<file path="src/design/mpks_pkg.sv">
package mpks_pkg;

   localparam int COUNT_WIDTH = 16;
   localparam int RETRY_COUNT = 3;
   localparam int CFG_WIDTH   = 16;

   localparam logic [COUNT_WIDTH-1:0] COUNT_MAX = {COUNT_WIDTH{1'b1}};

   // sequencer phase codes; unused codes behave as idle
   localparam logic [2:0] PH_IDLE  = 3'd0;
   localparam logic [2:0] PH_HOLD  = 3'd1;
   localparam logic [2:0] PH_PRESS = 3'd2;
   localparam logic [2:0] PH_WAIT  = 3'd3;

   // request kinds; anything else is a tick
   localparam logic [1:0] KIND_TICK  = 2'd0;
   localparam logic [1:0] KIND_SET   = 2'd1;
   localparam logic [1:0] KIND_CYCLE = 2'd2;

   // result codes
   localparam logic [1:0] RES_OK      = 2'd0;
   localparam logic [1:0] RES_TIMEOUT = 2'd1;
   localparam logic [1:0] RES_ERROR   = 2'd2;

   // register indexes
   localparam logic [1:0] REG_FIRST_LIMIT  = 2'd0;
   localparam logic [1:0] REG_SECOND_LIMIT = 2'd1;
   localparam logic [1:0] REG_THIRD_LIMIT  = 2'd2;
   localparam logic [1:0] REG_OFF_WAIT     = 2'd3;

   typedef struct packed {
      logic [CFG_WIDTH-1:0] first_limit;
      logic [CFG_WIDTH-1:0] second_limit;
      logic [CFG_WIDTH-1:0] third_limit;
      logic [CFG_WIDTH-1:0] off_wait;
   } mpks_cfg_type;

   typedef struct packed {
      logic [2:0]             phase;
      logic [1:0]             attempt_index;
      logic [COUNT_WIDTH-1:0] tick_count;
      logic                   target_level;
      logic                   cycle_pending_on;
   } mpks_state_type;

   typedef struct packed {
      logic       power_key;
      logic       busy_res;
      logic       done_res;
      logic [1:0] result_code;
      logic [1:0] attempt;
   } mpks_result_type;

   typedef struct packed {
      logic [1:0] kind;
      logic       target_on;
      logic       power_status;
      logic       status_ok;
   } mpks_request_type;

endpackage

</file>
<file path="src/design/mpks_csr.sv">
module mpks_csr (
   input  logic                         clock,
   input  logic                         reset,
   input  logic                         csr_valid,
   output logic                         csr_ready,
   input  logic [1:0]                   csr_index,
   input  logic [mpks_pkg::CFG_WIDTH-1:0] csr_data,
   output mpks_pkg::mpks_cfg_type       cfg
);
   import mpks_pkg::*;

   mpks_cfg_type cfg_ff;
   mpks_cfg_type cfg_in;

   assign csr_ready = 1'b1;
   assign cfg       = cfg_ff;

   always_comb begin
      cfg_in = cfg_ff;
      if (csr_valid) begin
         case (csr_index)
            REG_FIRST_LIMIT:  cfg_in.first_limit  = csr_data;
            REG_SECOND_LIMIT: cfg_in.second_limit = csr_data;
            REG_THIRD_LIMIT:  cfg_in.third_limit  = csr_data;
            REG_OFF_WAIT:     cfg_in.off_wait     = csr_data;
            default:          cfg_in = cfg_ff;
         endcase
      end
   end

   always_ff @(posedge clock) begin
      if (reset) begin
         cfg_ff.first_limit  <= CFG_WIDTH'(1000);
         cfg_ff.second_limit <= CFG_WIDTH'(10000);
         cfg_ff.third_limit  <= CFG_WIDTH'(33000);
         cfg_ff.off_wait     <= CFG_WIDTH'(1000);
      end else begin
         cfg_ff <= cfg_in;
      end
   end

endmodule

</file>
<file path="src/design/mpks_step.sv">
module mpks_step (
   input  mpks_pkg::mpks_state_type   state,
   input  mpks_pkg::mpks_cfg_type     cfg,
   input  mpks_pkg::mpks_request_type req,
   output mpks_pkg::mpks_state_type   state_next,
   output mpks_pkg::mpks_result_type  result
);
   import mpks_pkg::*;

   typedef struct packed {
      mpks_state_type st;
      logic           done;
      logic [1:0]     code;
   } mpks_outcome_type;

   function automatic mpks_outcome_type finish_seq(mpks_state_type s, logic [1:0] code);
      mpks_outcome_type o;
      o.st                  = s;
      o.st.phase            = PH_IDLE;
      o.st.cycle_pending_on = 1'b0;
      o.done                = 1'b1;
      o.code                = code;
      return o;
   endfunction

   // status reached the target: go wait off in a power cycle, else done
   function automatic mpks_outcome_type matched(mpks_state_type s);
      mpks_outcome_type o;
      o.st   = s;
      o.done = 1'b0;
      o.code = RES_OK;
      if (!s.target_level && s.cycle_pending_on) begin
         o.st.phase      = PH_WAIT;
         o.st.tick_count = '0;
      end else begin
         o = finish_seq(s, RES_OK);
      end
      return o;
   endfunction

   function automatic mpks_outcome_type press_check(mpks_state_type s, logic pin, logic ok);
      mpks_outcome_type o;
      o.st   = s;
      o.done = 1'b0;
      o.code = RES_OK;
      if (!ok) begin
         o = finish_seq(s, RES_ERROR);
      end else if (pin == s.target_level) begin
         o = matched(s);
      end else begin
         o.st.phase      = PH_HOLD;
         o.st.tick_count = '0;
      end
      return o;
   endfunction

   mpks_outcome_type       outc;
   mpks_state_type         s;
   logic [COUNT_WIDTH-1:0] count_sat;
   logic [CFG_WIDTH-1:0]   lim_raw;
   logic [COUNT_WIDTH-1:0] lim;
   logic                   is_tick;
   logic                   active;

   assign is_tick   = (req.kind != KIND_SET) && (req.kind != KIND_CYCLE);
   assign active    = (state.phase == PH_HOLD) || (state.phase == PH_PRESS) ||
                      (state.phase == PH_WAIT);
   assign count_sat = (state.tick_count == COUNT_MAX) ? state.tick_count :
                      state.tick_count + 1'b1;

   always_comb begin
      case (state.attempt_index)
         2'd0:    lim_raw = cfg.first_limit;
         2'd1:    lim_raw = cfg.second_limit;
         default: lim_raw = cfg.third_limit;
      endcase
   end

   // a limit at the counter's top acts as one below it, so the wait ends
   assign lim = (COUNT_WIDTH'(lim_raw) == COUNT_MAX) ? COUNT_MAX - 1'b1 : COUNT_WIDTH'(lim_raw);

   always_comb begin
      s         = state;
      outc.st   = state;
      outc.done = 1'b0;
      outc.code = RES_OK;
      if (!active) begin
         s.phase = PH_IDLE;
         outc.st = s;
         if (req.kind == KIND_SET) begin
            s.target_level     = req.target_on;
            s.cycle_pending_on = 1'b0;
            s.attempt_index    = '0;
            s.tick_count       = '0;
            outc = press_check(s, req.power_status, req.status_ok);
         end else if (req.kind == KIND_CYCLE) begin
            s.attempt_index = '0;
            s.tick_count    = '0;
            if (!req.status_ok) begin
               outc = finish_seq(s, RES_ERROR);
            end else begin
               s.target_level     = 1'b0;
               s.cycle_pending_on = 1'b1;
               s.phase            = req.power_status ? PH_HOLD : PH_WAIT;
               outc.st            = s;
            end
         end
      end else if (is_tick) begin
         if (state.phase == PH_WAIT) begin
            s.tick_count = count_sat;
            if (count_sat >= COUNT_WIDTH'(cfg.off_wait)) begin
               s.target_level     = 1'b1;
               s.cycle_pending_on = 1'b0;
               s.attempt_index    = '0;
               s.tick_count       = '0;
               outc = press_check(s, req.power_status, req.status_ok);
            end else begin
               outc.st = s;
            end
         end else if (state.phase == PH_PRESS) begin
            outc = press_check(s, req.power_status, req.status_ok);
         end else begin
            if (!req.status_ok) begin
               outc = finish_seq(s, RES_ERROR);
            end else if (req.power_status == state.target_level) begin
               outc = matched(s);
            end else begin
               s.tick_count = count_sat;
               if (count_sat > lim) begin
                  if (({1'b0, state.attempt_index} + 3'd1) < 3'(RETRY_COUNT)) begin
                     s.attempt_index = state.attempt_index + 2'd1;
                     s.tick_count    = '0;
                     s.phase         = PH_PRESS;
                     outc.st         = s;
                  end else begin
                     outc = finish_seq(s, RES_TIMEOUT);
                  end
               end else begin
                  outc.st = s;
               end
            end
         end
      end
   end

   assign state_next         = outc.st;
   assign result.power_key   = (outc.st.phase == PH_HOLD);
   assign result.busy_res    = (outc.st.phase != PH_IDLE);
   assign result.done_res    = outc.done;
   assign result.result_code = outc.code;
   assign result.attempt     = outc.st.attempt_index;

endmodule

</file>
<file path="src/design/modem_power_key_sequencer.sv">
// Power-key sequencer for a modem.
// Request channel (req_*): one request per tick or command. req_kind picks a
// tick, a set-power command or a power-cycle command; every request carries
// the sampled power-status pin and a flag telling whether that read worked.
// Response channel (rsp_*): exactly one response per request, giving the key
// level, busy, done, result code and the current attempt index.
// Register channel (csr_*): writes the three attempt limits and the off wait;
// it is always ready and must only be used while no request is in flight.
// Latency: the response for a request is valid the cycle after it is taken.
// Throughput: one request per cycle while responses drain; the whole step is
// settled by the small next-state logic between state and response registers.
// Stall: the response register frees up in the same cycle it is taken, so
// req_ready stays high while the receiver keeps up; while rsp_ready is low
// with a response pending, req_ready drops and state holds.
// Reset: the sequencer returns to idle with attempt 0, and the registers go back
// to their power-up values; no response is pending, but the payload is not reset.
module modem_power_key_sequencer (
   input  logic                           clock,
   input  logic                           reset,
   input  logic                           req_valid,
   output logic                           req_ready,
   input  logic [1:0]                     req_kind,
   input  logic                           req_target_on,
   input  logic                           req_power_status,
   input  logic                           req_status_ok,
   output logic                           rsp_valid,
   input  logic                           rsp_ready,
   output logic                           rsp_power_key,
   output logic                           rsp_busy_res,
   output logic                           rsp_done_res,
   output logic [1:0]                     rsp_result_code,
   output logic [1:0]                     rsp_attempt,
   input  logic                           csr_valid,
   output logic                           csr_ready,
   input  logic [1:0]                     csr_index,
   input  logic [mpks_pkg::CFG_WIDTH-1:0] csr_data
);
   import mpks_pkg::*;

   mpks_cfg_type     cfg;
   mpks_request_type req;
   mpks_state_type   state_ff;
   mpks_state_type   state_in;
   mpks_result_type  result_in;
   mpks_result_type  result_ff;
   logic             rsp_valid_ff;
   logic             rsp_valid_in;
   logic             req_take;

   mpks_csr u_csr (
      .clock     (clock),
      .reset     (reset),
      .csr_valid (csr_valid),
      .csr_ready (csr_ready),
      .csr_index (csr_index),
      .csr_data  (csr_data),
      .cfg       (cfg)
   );

   assign req.kind         = req_kind;
   assign req.target_on    = req_target_on;
   assign req.power_status = req_power_status;
   assign req.status_ok    = req_status_ok;

   mpks_step u_step (
      .state      (state_ff),
      .cfg        (cfg),
      .req        (req),
      .state_next (state_in),
      .result     (result_in)
   );

   // take a new request whenever the response slot is empty or draining
   assign req_ready    = !rsp_valid_ff || rsp_ready;
   assign req_take     = req_valid && req_ready;
   assign rsp_valid_in = req_take || (rsp_valid_ff && !rsp_ready);

   always_ff @(posedge clock) begin
      if (reset) begin
         state_ff.phase            <= PH_IDLE;
         state_ff.attempt_index    <= '0;
         state_ff.tick_count       <= '0;
         state_ff.target_level     <= 1'b0;
         state_ff.cycle_pending_on <= 1'b0;
         rsp_valid_ff              <= 1'b0;
      end else begin
         // advance the sequencer only on a taken request
         if (req_take) begin
            state_ff <= state_in;
         end
         rsp_valid_ff <= rsp_valid_in;
      end
   end

   // response payload: load on a taken request, hold otherwise
   always_ff @(posedge clock) begin
      if (req_take) begin
         result_ff <= result_in;
      end
   end

   assign rsp_valid       = rsp_valid_ff;
   assign rsp_power_key   = result_ff.power_key;
   assign rsp_busy_res    = result_ff.busy_res;
   assign rsp_done_res    = result_ff.done_res;
   assign rsp_result_code = result_ff.result_code;
   assign rsp_attempt     = result_ff.attempt;

   // a taken request always yields a response next cycle
   a_take_gives_rsp: assert property (@(posedge clock) disable iff (reset)
      req_take |=> rsp_valid)
      else $error("taken request produced no response");

   // key is only pressed while a sequence runs
   a_key_implies_busy: assert property (@(posedge clock) disable iff (reset)
      rsp_valid && rsp_power_key |-> rsp_busy_res)
      else $error("power key high while not busy");

   // a finished command leaves the sequencer idle, and only it carries a code
   a_done_idle: assert property (@(posedge clock) disable iff (reset)
      rsp_valid && rsp_done_res |-> !rsp_busy_res)
      else $error("done response while still busy");

   a_code_only_on_done: assert property (@(posedge clock) disable iff (reset)
      rsp_valid && !rsp_done_res |-> rsp_result_code == RES_OK)
      else $error("result code set without done");

   // attempt index stays within the retry budget
   a_attempt_range: assert property (@(posedge clock) disable iff (reset)
      state_ff.attempt_index < 2'(RETRY_COUNT))
      else $error("attempt index beyond retry count");

endmodule
</file>
<file path="config.mk">
export PLATFORM = sky130hd
export DESIGN_NAME = modem_power_key_sequencer
export DESIGN_NICKNAME = d
export VERILOG_FILES = /design/src/design/mpks_pkg.sv /design/src/design/mpks_csr.sv /design/src/design/mpks_step.sv /design/src/design/modem_power_key_sequencer.sv
export SDC_FILE = /design/constraint.sdc
export NUM_CORES = 1
export LEC_CHECK = 0
export CAP_MARGIN = 20
export CORE_ASPECT_RATIO = 1.25
export CORE_MARGIN = 2
export CORE_UTILIZATION = 24
export DETAILED_ROUTE_END_ITERATION = 6
export DONT_BUFFER_PORTS = 1
export PLACE_DENSITY = 0.35
export SYNTH_ARGS = -nofsm -noshare
export SYNTH_HDL_FRONTEND = slang
export SYNTH_SLANG_ARGS = --single-unit
</file>
<file path="constraint.sdc">
create_clock -name clock -period 4.6 [get_ports clock]
set_input_delay 0.46 -clock clock [delete_from_list [all_inputs] [get_ports clock]]
set_output_delay 0.46 -clock clock [all_outputs]
set_load 0.01 [all_outputs]
</file>
Word-level counts from Yosys, hierarchy flattened. Cells that the tools add are included.

Bits in registers: 95. Bits of input ports: 28. Logic and storage cells: 100.

Add/sub/neg operators: 3. $lt $le $gt $ge: 3. Equality and inequality tests: 23. Mux-type cells: 33. Reductions and logical operators: 23.

Operators by type and width (count): $mux 26 (9); $mux 23 (3); $mux 16 (4); $mux 24 (2); $eq 16x16->1 const B (2); $pmux 16 s2 (1); $mux 22 (1); $mux 3 (7); $add 16x1->16 const B (1); $ge 16x16->1 (1); $gt 16x16->1 (1); $ne 5x5->1 const B (3); $reduce_and 7->1 (2); $ne 3x3->1 const B (3); $reduce_bool 3->1 (3); $reduce_and 2->1 (4); $eq 2x1->1 const B (3); $eq 2x2->1 const B (3); $eq 3x1->1 const B (2); $eq 3x2->1 const B (2); $mux 5 (1); $logic_and 1x1->1 (4); $logic_not 2->1 (2); $logic_or 1x1->1 (4); 11 further kinds (17).

Depth between registers and ports, before layout.
Word-level depth: 13. Gate-level depth with buffers: 17. Mapped depth without buffers: 15.

By module. From an unflattened synthesis, not the netlist that was laid out.

Cell total of the unflattened synthesis: 724. Area total of the unflattened synthesis: 6284.8 um2.

By module, submodules not included: mpks_csr (instances 1, cells an instance 244, area an instance 2562.5 um2, seq. area each 1281.2 um2); mpks_step (instances 1, cells an instance 364, area an instance 2437.3 um2, seq. area each 0.0 um2); modem_power_key_sequencer (instances 1, cells an instance 116, area an instance 1285.0 um2, seq. area each 690.7 um2).

Least setup slack after synthesis. No wires, ideal clock.

Path type: reg2reg. Start point: reg state_ff[6] in the netlist's numbering. End point: reg state_ff[6] in the netlist's numbering. Library setup time: 122 ps. Arrival: 3729 ps. Required time: 4478 ps. Slack: 750 ps. Stages on the path, launching flop included: 16. Path through: dfxtp_1 buf_2 nand4_1 nor4_1 nor2b_1 nand3_1 mux2_2 ha_1 nand4_2 or4_4 a21o_1 a31oi_4 a21bo_1 buf_6 a21oi_4 a221o_1.

Cells in the longest elaborated chain, start to end: 10. Elaborated cells between the ends (all ways): 17. Those cells by class: 1 x add/sub; 2 x order compare; 1 x eq/ne; 13 x mux.

Ends and longest elaborated chain: start: declaration (line modem_power_key_sequencer.sv:42) `mpks_state_type state_ff;`; start signal: assignment (line modem_power_key_sequencer.sv:89) `state_ff <= state_in;`; $add 16x1->16 / $eq 16x16->1 (equally long branches) (line mpks_step.sv:69, mpks_step.sv:68); $mux 16 (line mpks_step.sv:68) `assign count_sat = (state.tick_count == COUNT_MAX) ? state.tick_count :`; $gt 16x16->1 / $mux 22 (equally long branches) (line mpks_step.sv:129, mpks_step.sv:130); $mux 23 (line mpks_step.sv:129) `if (count_sat > lim) begin`; $mux 26 (line mpks_step.sv:125) `end else if (req.power_status == state.target_level) begin`; $mux 26 (line mpks_step.sv:123) `if (!req.status_ok) begin`; $mux 26 (line mpks_step.sv:120) `end else if (state.phase == PH_PRESS) begin`; $mux 26 (*) (line mpks_step.sv:109) `if (state.phase == PH_WAIT) begin`; $mux 26 (*) (line mpks_step.sv:108) `end else if (is_tick) begin`; $mux 26 (*) (line mpks_step.sv:87) `if (!active) begin`.

Mark *: on every way between the ends. The rest lies on a longest branch, timed or not. The select of a mux whose other input is x is not followed. A chain may end at the register's enable or synchronous reset.

Final worst setup path. Ends and elaborated chain as after synthesis.

==> results.toml <==
[run_status]
status = "finished clean"

[grt]
grt_util_all_layers = 0.1424
grt-ovfl-total = 0
antenna_found_initial = 0
grt_pass1_wl_mm = 26.39
grt_max_degree = 77
grt_pass1_vias = 4726

[clock_tree]
numCtsBuffers = 9
cts_max_level = 3
tritoncts = "yes"
cts.sinks = 95
cts_max_path_buffers = 2
clkLatencyLatePin_ns = 0.35
cts.clk_slew.worst_paths_ns = 0.06
post_cts_buffers = 0
cts_hold_buf = 0
cts_root_buf = "clkbuf_16"

[critical_path]
regToRegSetupSlack_ns = 0.30
crit_buf_inv = 0
r2r_start = "state_ff[6]$_SDFFE_PP0P_"
rr_endpoint = "state_ff[6]$_SDFFE_PP0P_"
crit_required_ns = 4.83
worst_path_largest_cell_delay_ns = 0.56
start_kind = "register"
end_kind = "register"
worst_ep_arrival_time_ns = 4.53
worstPathCellList = "nand4_1 > nor4_4 > nor2b_1 > nand3_1 > mux2_2 > ha_1 > nand4_2 > or4_4 > a21o_1 > a31oi_4 > a21bo_2 > a21oi_4 > a221o_1"
crit_family = "simple AND/OR/NAND/NOR gates"
critPathKind = "register to register"
critPathMaxFanout = 10
rr_worst_depth = 13
cp_slowest_cell = "or4_4"

[detailed_routing]
via_per_inst = 4.914
drt_wl_total_mm = 16.51
vias = 4693
drc = 0
drtPass1Iterations = 4
wire_per_inst_um = 17.29
ant_nets = 0
drt_iter0_drc = 316

[sta]
finClkSkew_ns = 0.01060
final.min_clock_period_ns = 4.300
max_freq_ghz = 0.2326
hold_slack_ns = 0.1901
final_hold_viol_count = 0
finalMaxSlewViolations = 0
fin_crit_sh = 0.9348
tns_ns = 0
grt_setup_unrepaired = "no"
setup_violations = 0
relSlewSlack = 0.4375
worst_slew_pin_slew_ns = 0.8437
finalWorstSetupSlack_ns = 0.3001

[floorplanning]
fp.dieW_um = 138.1
die_h_um = 171.7
initial_core_util = 0.2438
floorplan.die_area_um2 = 23710
num_rows = 61
io_pins = 38
core_um2 = 22130

[placement]
pre_cts_ws_ns = 0.08379
place_congestion = 0.8160
portBuffers = 0
hpwl_mm = 12.52

[yosys]
synthDistinctLibCells = 62
synth_top_area_cell = "dfxtp_1"
ys.flop_type = "dfxtp_1"
async_flop_share = 0
synth_edf_count = 7
syn_area_um2 = 5396
syn_avg_cell_area_um2 = 7.936
synth-seq-cells = 95
synth_seq_area_share = 0.3654
synth_nets = 748
yosys_warnings = 0
synth_top_cell_area_share = 0.3265
ys_top_cells_by_area = "dfxtp_1 (33%), nand2_1 (11%), ha_1 (9.3%), a21oi_1 (7.6%), edfxtp_1 (3.9%)"
syn-instance-count = 680

[min_path]
hp-start = "reset"
hold_depth = 1
whs_endpoint = "state_ff[3]$_SDFFE_PP0P_"
hold_path.class = "input pin to register"

[final_layout]
layout_commonest_cell = "nand2_1"
final_cell_mix = "nand2_1 (158), dfxtp_1 (88), a21oi_1 (82)"
drive_gt1_frac = 0.06994
diodes = 0
area_growth_pct = 11.96
nets = 735

[pwr]
powerDensity_nw_per_um2 = 306.6
vdd_drop_max_mv = 0.1645
leakagePower_nw = 2.394

[job]
maxCapViolCount = 0
-- state kept, by name (all words and copies together), names as in the netlist --
name and count:
u_csr.cfg 64, state_ff 23, rsp_attempt 2, rsp_result_code 2, rsp_busy_res 1, rsp_done_res 1, rsp_power_key 1, rsp_valid 1
-- worst max-delay path by stage --
| stage | startpoint | end | slack (ns) | cells after the start |
|---|---|---|---|---|
| 2_1_floorplan | state_ff[6]$_SDFFE_PP0P_ | state_ff[6]$_SDFFE_PP0P_ | 0.75 | 15 |
| 3_3_place_gp | state_ff[6]$_SDFFE_PP0P_ | state_ff[6]$_SDFFE_PP0P_ | 0.12 | 14 |
| 3_5_place_dp | state_ff[6]$_SDFFE_PP0P_ | state_ff[6]$_SDFFE_PP0P_ | 0.08 | 14 |
| 4_1_cts | state_ff[6]$_SDFFE_PP0P_ | state_ff[6]$_SDFFE_PP0P_ | 0.09 | 14 |
| 5_1_grt | state_ff[6]$_SDFFE_PP0P_ | state_ff[6]$_SDFFE_PP0P_ | 0.02 | 13 |
| 6_report | state_ff[6]$_SDFFE_PP0P_ | state_ff[6]$_SDFFE_PP0P_ | 0.30 | 13 |
-- cells by family after synthesis --
group,share of synthesized area
AND/OR/NAND/NOR,0.2527
AO/OA/AOI/OAI,0.2258
buffers and inverters,0.04683
flip-flops,0.3654
multiplexers,0.006028
adder cells (fa/ha/maj),0.09274
other,0.0006949
XOR/XNOR,0.009738
-- cell usage after synthesis, types with 4 or more instances --
cell / number
a21oi_1: 82
nor3_1: 4
nand2b_1: 10
nand2_1: 158
xnor2_1: 4
or3_1: 4
edfxtp_1: 7
a21o_1: 9
inv_1: 27
nor2_1: 32
a211o_1: 6
buf_2: 4
o21ai_0: 14
a211oi_1: 5
dfxtp_1: 88
and3_1: 4
nor2b_1: 6
o21a_1: 4
nand3_1: 15
nand3b_1: 19
nand4_1: 4
a221oi_1: 8
nor4_1: 7
ha_1: 40
clkbuf_1: 29
o211ai_1: 4
and2_1: 8
a31oi_1: 5
a22o_1: 22
or2_2: 7
-- routing by layer --
layer | track usage | share of wire | up-vias
li1 | - | - | 2378
met1 | 0.1742 | 0.46 | 2230
met2 | 0.2514 | 0.50 | 67
met3 | 0.02227 | 0.028 | 18
met4 | 0.05590 | 0.019 | 0
met5 | 0 | 0 | -
-- where the power goes --
part | internal (mW) | total [mW] | leakage (nW) | switching, mW
clock | 0.456 | 0.796 | 0.157 | 0.340
sequential | 0.864 | 0.884 | 0.787 | 0.0209
combinational | 0.0649 | 0.172 | 1.45 | 0.107
total | 1.38 | 1.85 | 2.39 | 0.469
-- through the flow --
step           utilization  instance area, um2  cells  power [mW]
2_1_floorplan            -                5396    680       1.039
3_3_place_gp        0.2578                5707    939       1.075
3_5_place_dp        0.2578                5707    939       1.077
4_1_cts             0.2720                6021    955       1.885
5_1_grt             0.2730                6042    955       1.937
6_report            0.2730                6042    955       1.853
-- repair_timing --
action / 4_1_cts / 5_1_grt
endpoints found under the setup margin: 0 / 18
hold endpoints to repair: 0 / 0
gates resized for setup: 0 / 4
-- final cells by class --
cell class              count  area (um2)
clock inverters             5       61.31
inverters                  27       101.3
flip-flops and latches     95        1972
repair buffers             12       102.6
fillers                  2412       16090
clock buffers              11       252.7
well taps                 283       354.1
multi-input cells         522        3198
(Power assumes the default switching activity.)
